**config.mk**
```make
export PLATFORM = sky130hd
export DESIGN_NAME = psvp_setup
export DESIGN_NICKNAME = d
export VERILOG_FILES = /design/src/sv/psvp_pkg.sv /design/src/sv/psvp_setup.sv
export SDC_FILE = /design/constraint.sdc
export NUM_CORES = 2
export LEC_CHECK = 0
export BUFFER_PORTS_ARGS = -buffer_cell sky130_fd_sc_hd__buf_4
export CAP_MARGIN = 10
export CORE_ASPECT_RATIO = 0.8
export CORE_MARGIN = 3
export CORE_UTILIZATION = 35
export CTS_BUF_LIST = sky130_fd_sc_hd__clkbuf_8
export DETAILED_ROUTE_END_ITERATION = 6
export PLACE_DENSITY = 0.58
export SYNTH_ARGS = -nofsm -noshare
export SYNTH_HDL_FRONTEND = slang
export SYNTH_SLANG_ARGS = --single-unit
```
**constraint.sdc**
```tcl
create_clock -name clk_i -period 12.1 [get_ports clk_i]
set_clock_uncertainty 0.2 [all_clocks]
set_input_delay 1.815 -clock clk_i [delete_from_list [all_inputs] [get_ports clk_i]]
set_output_delay 1.815 -clock clk_i [all_outputs]
set_load 0.01 [all_outputs]
```
**src/sv/psvp_pkg.sv**
```systemverilog
// psvp_pkg: shared types and constants for the planar shadow vertex projector.
// No dependencies; used by psvp_setup and planar_shadow_vertex_projector.
package psvp_pkg;

  // Direction vectors are Q2.14
  localparam int DIR_FRAC   = 14;
  localparam int DIR_W      = 16;
  localparam int COORD_W    = 32;
  localparam int CFG_IDX_W  = 3;
  localparam int CFG_DATA_W = 32;

  // Register indexes
  localparam logic [CFG_IDX_W-1:0] CFG_NORMAL_X    = 3'd0;
  localparam logic [CFG_IDX_W-1:0] CFG_NORMAL_Y    = 3'd1;
  localparam logic [CFG_IDX_W-1:0] CFG_NORMAL_Z    = 3'd2;
  localparam logic [CFG_IDX_W-1:0] CFG_LIGHT_DIR_X = 3'd3;
  localparam logic [CFG_IDX_W-1:0] CFG_LIGHT_DIR_Y = 3'd4;
  localparam logic [CFG_IDX_W-1:0] CFG_LIGHT_DIR_Z = 3'd5;
  localparam logic [CFG_IDX_W-1:0] CFG_PLANE_OFFSET = 3'd6;

  // Register reset values
  localparam logic signed [DIR_W-1:0] DIR_ONE = 16'sd16384;

  // Saturation limits of a coordinate
  localparam logic signed [COORD_W-1:0] SAT_MAX = 32'sh7FFF_FFFF;
  localparam logic signed [COORD_W-1:0] SAT_MIN = 32'sh8000_0000;

  typedef struct packed {
    logic signed [COORD_W-1:0] vertex_x;
    logic signed [COORD_W-1:0] vertex_y;
    logic signed [COORD_W-1:0] vertex_z;
    logic                      end_of_mesh;
  } psvp_in_t;

  typedef struct packed {
    logic signed [COORD_W-1:0] shadow_x;
    logic signed [COORD_W-1:0] shadow_y;
    logic signed [COORD_W-1:0] shadow_z;
    logic                      last_vertex;
  } psvp_out_t;

  // Plane normal and light direction handed to the setup unit
  typedef struct packed {
    logic signed [DIR_W-1:0] normal_x;
    logic signed [DIR_W-1:0] normal_y;
    logic signed [DIR_W-1:0] normal_z;
    logic signed [DIR_W-1:0] light_dir_x;
    logic signed [DIR_W-1:0] light_dir_y;
    logic signed [DIR_W-1:0] light_dir_z;
  } psvp_dir_t;

  // Status and result of the setup unit
  typedef struct packed {
    logic                      busy;
    logic signed [COORD_W-1:0] scaled_x;
    logic signed [COORD_W-1:0] scaled_y;
    logic signed [COORD_W-1:0] scaled_z;
  } psvp_setup_t;

  typedef enum logic [2:0] {
    ST_LOAD,
    ST_DOT,
    ST_CHECK,
    ST_CORR,
    ST_DIVSET,
    ST_DIV,
    ST_DIVEND,
    ST_IDLE
  } psvp_state_e;

endpackage

```
**src/sv/psvp_setup.sv**
```systemverilog
// psvp_setup: computes the scaled light vector S = L / (L.N) after reset or a config write.
// Shared 21x16 multiplier for dot products and correction, bit-serial restoring divider.
// Depends on psvp_pkg.
module psvp_setup #(
  parameter int COORD_FRAC_BITS = 16
) (
  input  logic                  clk_i,
  input  logic                  rst_ni,
  input  logic                  restart_i,
  input  psvp_pkg::psvp_dir_t   dir_i,
  output psvp_pkg::psvp_setup_t stat_o
);

  localparam int L_W   = 21;                      // corrected light component
  localparam int K_W   = 19;                      // correction factor, Q14
  localparam int MP_W  = L_W + psvp_pkg::DIR_W;   // shared multiplier product
  localparam int ACC_W = 38;                      // d in Q10.28
  localparam int NUM_W = L_W + COORD_FRAC_BITS + psvp_pkg::DIR_FRAC;
  localparam int QS_W  = NUM_W + 1;
  localparam int R_W   = ACC_W + 1;
  localparam int CNT_W = $clog2(NUM_W);

  localparam logic signed [ACC_W-1:0] D_HALF =
      ACC_W'(1) << (2 * psvp_pkg::DIR_FRAC - 1);
  localparam logic signed [ACC_W-1:0] ACC_ZERO = '0;
  localparam logic signed [ACC_W-1:0] ACC_RND = ACC_W'(1) << (psvp_pkg::DIR_FRAC - 1);
  localparam logic signed [MP_W-1:0]  MP_RND  = MP_W'(1) << (psvp_pkg::DIR_FRAC - 1);
  localparam logic [CNT_W-1:0]        CNT_LAST = CNT_W'(NUM_W - 1);
  localparam logic [1:0]              IDX_LAST = 2'd2;

  psvp_pkg::psvp_state_e state_q, state_d;

  logic signed [psvp_pkg::DIR_W-1:0]   n [3];
  logic signed [L_W-1:0]               l_q [3];
  logic signed [psvp_pkg::COORD_W-1:0] sl_q [3];
  logic signed [ACC_W-1:0]             acc_q;
  logic signed [K_W-1:0]               k_q;
  logic [1:0]                          idx_q;
  logic                                pass_q;
  logic [NUM_W-1:0]                    num_q;
  logic [NUM_W-1:0]                    quo_q;
  logic [R_W-1:0]                      rem_q;
  logic [CNT_W-1:0]                    cnt_q;
  logic                                neg_q;

  logic signed [L_W-1:0]               mul_a;
  logic signed [psvp_pkg::DIR_W-1:0]   mul_b;
  logic signed [MP_W-1:0]              mp;
  logic [R_W-1:0]                      d_mag;
  logic [R_W-1:0]                      r2;
  logic signed [L_W-1:0]               l_sel;
  logic [L_W-1:0]                      l_abs;
  logic signed [QS_W-1:0]              sq;
  logic signed [psvp_pkg::COORD_W-1:0] sq_sat;

  assign n[0] = dir_i.normal_x;
  assign n[1] = dir_i.normal_y;
  assign n[2] = dir_i.normal_z;

  // Next state
  always_comb begin
    state_d = state_q;
    if (restart_i) begin
      state_d = psvp_pkg::ST_LOAD;
    end else begin
      unique case (state_q)
        psvp_pkg::ST_LOAD:   state_d = psvp_pkg::ST_DOT;
        psvp_pkg::ST_DOT: begin
          if (idx_q == IDX_LAST) begin
            state_d = pass_q ? psvp_pkg::ST_DIVSET : psvp_pkg::ST_CHECK;
          end
        end
        psvp_pkg::ST_CHECK: begin
          state_d = (acc_q < D_HALF) ? psvp_pkg::ST_CORR : psvp_pkg::ST_DIVSET;
        end
        psvp_pkg::ST_CORR: begin
          if (idx_q == IDX_LAST) state_d = psvp_pkg::ST_DOT;
        end
        psvp_pkg::ST_DIVSET: begin
          state_d = (acc_q <= ACC_ZERO) ? psvp_pkg::ST_IDLE : psvp_pkg::ST_DIV;
        end
        psvp_pkg::ST_DIV: begin
          if (cnt_q == CNT_LAST) state_d = psvp_pkg::ST_DIVEND;
        end
        psvp_pkg::ST_DIVEND: begin
          state_d = (idx_q == IDX_LAST) ? psvp_pkg::ST_IDLE : psvp_pkg::ST_DIVSET;
        end
        psvp_pkg::ST_IDLE:   state_d = psvp_pkg::ST_IDLE;
        default:             state_d = psvp_pkg::ST_LOAD;
      endcase
    end
  end

  // Outputs and multiplier operand select
  always_comb begin
    stat_o.busy     = (state_q != psvp_pkg::ST_IDLE) || restart_i;
    stat_o.scaled_x = sl_q[0];
    stat_o.scaled_y = sl_q[1];
    stat_o.scaled_z = sl_q[2];
    mul_a = (state_q == psvp_pkg::ST_CORR) ? L_W'(k_q) : l_q[idx_q];
    mul_b = n[idx_q];
  end

  assign mp = MP_W'(mul_a) * MP_W'(mul_b);

  // Divider datapath
  assign d_mag  = R_W'($unsigned(acc_q));
  assign r2     = {rem_q[R_W-2:0], num_q[NUM_W-1]};
  assign l_sel  = l_q[idx_q];
  assign l_abs  = $unsigned((l_sel < 0) ? -l_sel : l_sel);
  assign sq     = neg_q ? -$signed({1'b0, quo_q}) : $signed({1'b0, quo_q});

  always_comb begin
    if (sq > QS_W'(psvp_pkg::SAT_MAX)) begin
      sq_sat = psvp_pkg::SAT_MAX;
    end else if (sq < QS_W'(psvp_pkg::SAT_MIN)) begin
      sq_sat = psvp_pkg::SAT_MIN;
    end else begin
      sq_sat = psvp_pkg::COORD_W'(sq);
    end
  end

  always_ff @(posedge clk_i or negedge rst_ni) begin
    if (!rst_ni) begin
      state_q <= psvp_pkg::ST_LOAD;
      idx_q   <= '0;
      pass_q  <= 1'b0;
      cnt_q   <= '0;
      for (int i = 0; i < 3; i++) sl_q[i] <= '0;
    end else begin
      state_q <= state_d;
      unique case (state_q)
        psvp_pkg::ST_LOAD: begin
          idx_q  <= '0;
          pass_q <= 1'b0;
        end
        psvp_pkg::ST_DOT,
        psvp_pkg::ST_CORR: begin
          idx_q <= (idx_q == IDX_LAST) ? 2'd0 : idx_q + 2'd1;
          if (state_q == psvp_pkg::ST_CORR && idx_q == IDX_LAST) pass_q <= 1'b1;
        end
        psvp_pkg::ST_CHECK: idx_q <= '0;
        psvp_pkg::ST_DIVSET: begin
          cnt_q <= '0;
          if (acc_q <= ACC_ZERO) begin
            for (int i = 0; i < 3; i++) sl_q[i] <= '0;
          end
        end
        psvp_pkg::ST_DIV:    cnt_q <= cnt_q + CNT_W'(1);
        psvp_pkg::ST_DIVEND: begin
          sl_q[idx_q] <= sq_sat;
          idx_q       <= (idx_q == IDX_LAST) ? 2'd0 : idx_q + 2'd1;
        end
        default: ;
      endcase
    end
  end

  // Working registers, no reset
  always_ff @(posedge clk_i) begin
    unique case (state_q)
      psvp_pkg::ST_LOAD: begin
        l_q[0] <= L_W'(dir_i.light_dir_x);
        l_q[1] <= L_W'(dir_i.light_dir_y);
        l_q[2] <= L_W'(dir_i.light_dir_z);
        acc_q  <= '0;
      end
      psvp_pkg::ST_DOT: acc_q <= acc_q + ACC_W'(mp);
      psvp_pkg::ST_CHECK: begin
        k_q <= K_W'((D_HALF - acc_q + ACC_RND) >>> psvp_pkg::DIR_FRAC);
      end
      psvp_pkg::ST_CORR: begin
        l_q[idx_q] <= l_q[idx_q] + L_W'((mp + MP_RND) >>> psvp_pkg::DIR_FRAC);
        if (idx_q == IDX_LAST) acc_q <= '0;
      end
      psvp_pkg::ST_DIVSET: begin
        num_q <= NUM_W'(l_abs) << (COORD_FRAC_BITS + psvp_pkg::DIR_FRAC);
        neg_q <= (l_sel < 0);
        rem_q <= '0;
        quo_q <= '0;
      end
      psvp_pkg::ST_DIV: begin
        num_q <= num_q << 1;
        if (r2 >= d_mag) begin
          rem_q <= r2 - d_mag;
          quo_q <= {quo_q[NUM_W-2:0], 1'b1};
        end else begin
          rem_q <= r2;
          quo_q <= {quo_q[NUM_W-2:0], 1'b0};
        end
      end
      default: ;
    endcase
  end

endmodule

```
======== Word-level counts from Yosys, hierarchy flattened ========
Memory sizes are Yosys's and may differ from the RTL's.
Cells that the tools add are included.
storage, ports and cells
  register bits after elaboration ......... 306
  bits in writable memories ............... 63
  input bits .............................. 99
  output and inout bits ................... 97
  logic and storage cells ................. 108
  memories kept ........................... 1
memory list
  name  depth  bits a word  rd ports  clocked after Yosys merged registers in  write ports  line              source
  l_q   3      21           1         0                                        3            psvp_setup.sv:34  logic signed [L_W-1:0] l_q [3];
cells by class
  $add $sub $neg .......................... 10
  multiply operators ...................... 1
  order comparisons ....................... 8
  equal/unequal tests ..................... 16
  muxes and demuxes ....................... 41
  bitwise logic cells ..................... 1
  reductions and logical operators ........ 17
operator list
  operator                                               count
  case mux 51 bit (2 select lines)                       2
  case mux 96 bit (2 select lines)                       1
  case mux 38 bit (3 select lines)                       1
  bitwise mux 96 bit                                     1
  two-way mux 32 bit                                     3
  two-way mux 96 bit                                     1
  two-way mux 38 bit                                     2
  case mux 38 bit (2 select lines)                       1
  demux 32 bit (select 2 bit)                            1
  two-way mux 21 bit                                     3
  > comparator 52 x 32 -> 1 bit (second input constant)  1
  < comparator 52 x 32 -> 1 bit (second input constant)  1
  two-way mux 52 bit                                     1
  negator 51 -> 52 bit                                   1
  greater-or-equal comparator 39 x 38 -> 1 bit           1
  adder 38 x 37 -> 38 bit                                1
  <= comparator 38 x 1 -> 1 bit (second input constant)  1
  < comparator 38 x 29 -> 1 bit (second input constant)  1
  subtractor 38 bit                                      1
  multiplier 21 x 16 -> 37 bit                           1
  adder 35 x 15 -> 35 bit (second input constant)        1
  adder 33 x 15 -> 33 bit (second input constant)        1
  subtractor 29 x 33 -> 33 bit (first input constant)    1
  binary-select mux 16 bit (select 2 bit)                1
  other kinds (33)                                       64

======== Longest topological paths before layout ========
  word-level depth ........................ 8
  mapped depth ............................ 45
  gate-level depth less buffers ........... 38

======== Worst setup path before layout ========
OpenSTA, ideal clock, no wires.
  path kind ............................... reg2reg
  start point ............................. reg idx_q[0]
  end point ............................... mem l_q[0][19], data pin
  setup time .............................. 0.266 ns
  arrival ................................. 10.970 ns
  required time ........................... 11.634 ns
  setup slack ............................. 0.664 ns
  stages on the path, launching flop included .. 39
  path buffers ............................ 6
  clock period less this slack ............ 11.436 ns
  cell sequence ........................... dfrtp_1 clkbuf_1 clkbuf_1 buf_1 clkbuf_1 buf_1 mux2i_1 nor2_1 a21oi_1 nor2_1 fa_1 inv_1 fa_1 inv_1 ha_1 fa_1 inv_1 fa_1 [3 not listed] a21o_1 or3_1 o221a_2 or4_1 o311ai_0 ha_1 nand2_1 or3_1 clkbuf_1 nor4_1 nand4_1 xnor2_1 ha_1 or3_1 a211o_1 a31oi_1 xor2_1 o21ai_0
RTL lines
  what                    line               source
  from (decl)             psvp_setup.sv:38   logic [1:0] idx_q;
  from (signal assigned)  psvp_setup.sv:139  idx_q <= (idx_q == IDX_LAST) ? 2'd0 : idx_q + 2'd1;
  from (signal assigned)  psvp_setup.sv:152  idx_q <= (idx_q == IDX_LAST) ? 2'd0 : idx_q + 2'd1;
  to (decl)               psvp_setup.sv:34

==> results.cfg <==
[status]
outcome = finished, final reports clean

[layout]
nets = 4681
num-fill-cells = 9987
synthToLayoutAreaGrowth_pct = 12.5
drive_above_1_share_pct = 11.3
multiInputGateArea_sq_um = 22600
seqCellArea_sq_um = 10300

[detailed_routing]
dr_wl_met3_microns = 9690
route.detailed.drc = 0
top_layer = met5
vias = 28800
wl_microns = 110000
drtIter0Drc = 2528
firstDrtPassIters = 5
dr_wl_met2_microns = 46800
viasPerCell = 5.31
wl_per_cell_microns = 20.3
wl_met1_microns = 50500
ant_nets = 0

[sta]
rsz0062_at_grt = false
fin_ws_ps = 922
timing.final.max_slew_violations = 0
min_period_over_period_pct = 92.4
hold_violations = 0
max_freq_mhz = 89.5
worst_pin_slew_ps = 1220
maxSlewHeadroom_pct = 18.6
final-setup-viol-count = 0
final.setup.tns_ps = 0
period_minus_slack_ps = 11180

[setup_path]
cpPeakStageDelay_ps = 550
slowest_stage = nand2_1
endpoint_kind = flip-flop
path_common_cell = fa_1
cp_max_fo = 25
arrival_ps = 11500
criticalPathCategory = flip-flop to flip-flop
worst_setup_path_start_kind = flip-flop
crit_required_ps = 12420

[synthesis]
synth_largest_type_area_fraction_pct = 21.4
avgSynthCellArea_sq_um = 9.14
synth_most_common_cell = nand2_1
synth-async-reset-ratio_pct = 30.0
syn-cell-area_sq_um = 35400
synthTopCellsByCount = nand2_1, inv_1, nor2_1, fa_1, edfxtp_1
synth_area_leaders = edfxtp_1, fa_1, dfrtp_1
synth_ff_type = edfxtp_1
syn-num-nets = 4496
post_synth_num_cell_types = 85
yosys_warnings = 0
synthCells = 3869
yosysTopAreaCell = edfxtp_1
yosysSeqAreaShare_pct = 29.0
ys_seq_elements = 360
synth_edf_count = 252

[clock_tree]
cts_root_buf = clkbuf_8
htree_levels = 2
postCtsSetupBuffers = 0
cts_tree = done
cts_buffers = 59
post_cts_resized = 0
clock_latency_ps = 710
postCtsHoldBufs = 0
path_clk_slew_ps = 60
numClockSinks = 360
clockBufferDepth = 3

[place]
pre_cts_slack_ps = 682
post-dp-hpwl_microns = 84500
portBuffers = 195
place.gp.congestion = 0.908

[grt]
grt_max_degree = 103
grt_first_pass_wirelength_microns = 171000
grt_pass1_vias = 28300
grt_overflow = 0
grt_usage_pct = 20.8
antenna_found_initial = 2

[die]
die_h_microns = 290
coreArea_sq_um = 99500
start_util_pct = 35.6
num_rows = 103
die_w_microns = 361
fp.dieArea_sq_um = 105000
num_io_pins = 196

[min_path]
hp-class = flip-flop to flip-flop

[job]
cap_violations = 0
## metrics by stage
| step | cells | util [%] | instance area [sq um] | hold slack, ps |
|---|---|---|---|---|
| 4_1_cts | 5412 | 40.0 | 39800 | 273 |
| 2_1_floorplan | 3869 | - | 35400 | 291 |
| 6_report | 5414 | 40.0 | 39800 | 267 |
| 3_3_place_gp | 5305 | 38.8 | 38600 | 253 |
| 3_5_place_dp | 5305 | 38.8 | 38600 | 258 |
| 5_1_grt | 5413 | 40.0 | 39800 | 303 |
## cells by family after synthesis
family	count (synthesis)	synth area share, %
buf+inv	672	7.26
compound gates	706	12.7
mux	91	3.35
simple gates	1291	16.3
fa+ha+maj	528	25.8
flops	360	29.0
xor+xnor	221	5.51
## worst max-delay path: cells and delay by family (launching register included)
family | cells | cell delay [ps]
flip-flops | 1 | 360
XOR/XNOR | 2 | 480
buffers and inverters | 8 | 1310
AND/OR/NAND/NOR | 15 | 4150
AO/OA/AOI/OAI | 4 | 830
adder cells (fa/ha/maj) | 8 | 3630
## sequential cells by signal (all words and copies together) (netlist names)
| signal | flops |
|---|---|
| idx_q | 2 |
| acc_q | 38 |
| num_q | 21 |
| k_q | 19 |
| quo_q | 51 |
| state_q | 3 |
| l_q | 84 |
| rem_q | 38 |
| stat_o | 96 |
| pass_q | 1 |
| neg_q | 1 |
| cnt_q | 6 |
## layout make-up
class                           count  share of cell area, %
Clock inverter                     39                  0.622
Antenna cell                        2                 0.0126
Multi-Input combinational cell   2837                   56.8
Sequential cell                   360                   25.8
Clock buffer                       68                   2.35
Tap cell                         1312                   4.12
Timing Repair Buffer              293                   5.52
Inverter                          503                   4.75
## final timing paths
check                                start    endpoint  slack [ps]  depth (start not counted)
worst max-delay path            state_q[1]  l_q[1][20]         920                         37
worst min register to register  stat_o[64]  stat_o[64]         270                          2
worst min-delay path            stat_o[64]  stat_o[64]         270                          2
max in group asynchronous           rst_ni    idx_q[0]        9420                          2
worst max register to register  state_q[1]  l_q[1][20]         920                         37
min in group asynchronous           rst_ni  stat_o[77]         930                          1
## layout by cell type, fill, tap and decap left out, types with 47 or more instances in the layout
master,count
fa_1,335
o21ai_0,178
and3_1,67
a21o_1,66
edfxtp_1,252
ha_1,193
clkbuf_8,68
nor3_1,58
nand3_1,47
buf_4,293
mux2i_1,52
xor2_1,61
a221o_1,49
nor2_1,374
dfrtp_1,106
xnor2_1,159
inv_1,521
nand2_1,533
o21ai_1,57
a21oi_1,162
## routing by layer
| metal | GRT usage, % | up-vias |
|---|---|---|
| li1 | - | 13400 |
| met3 | 4.72 | 159 |
| met1 | 30.7 | 14100 |
| met5 | 0.730 | - |
| met4 | 4.92 | 2 |
| met2 | 31.0 | 1072 |
Power is not shown: default switching activity piles up to over one toggle a cycle in this logic, so the estimate is an artifact.
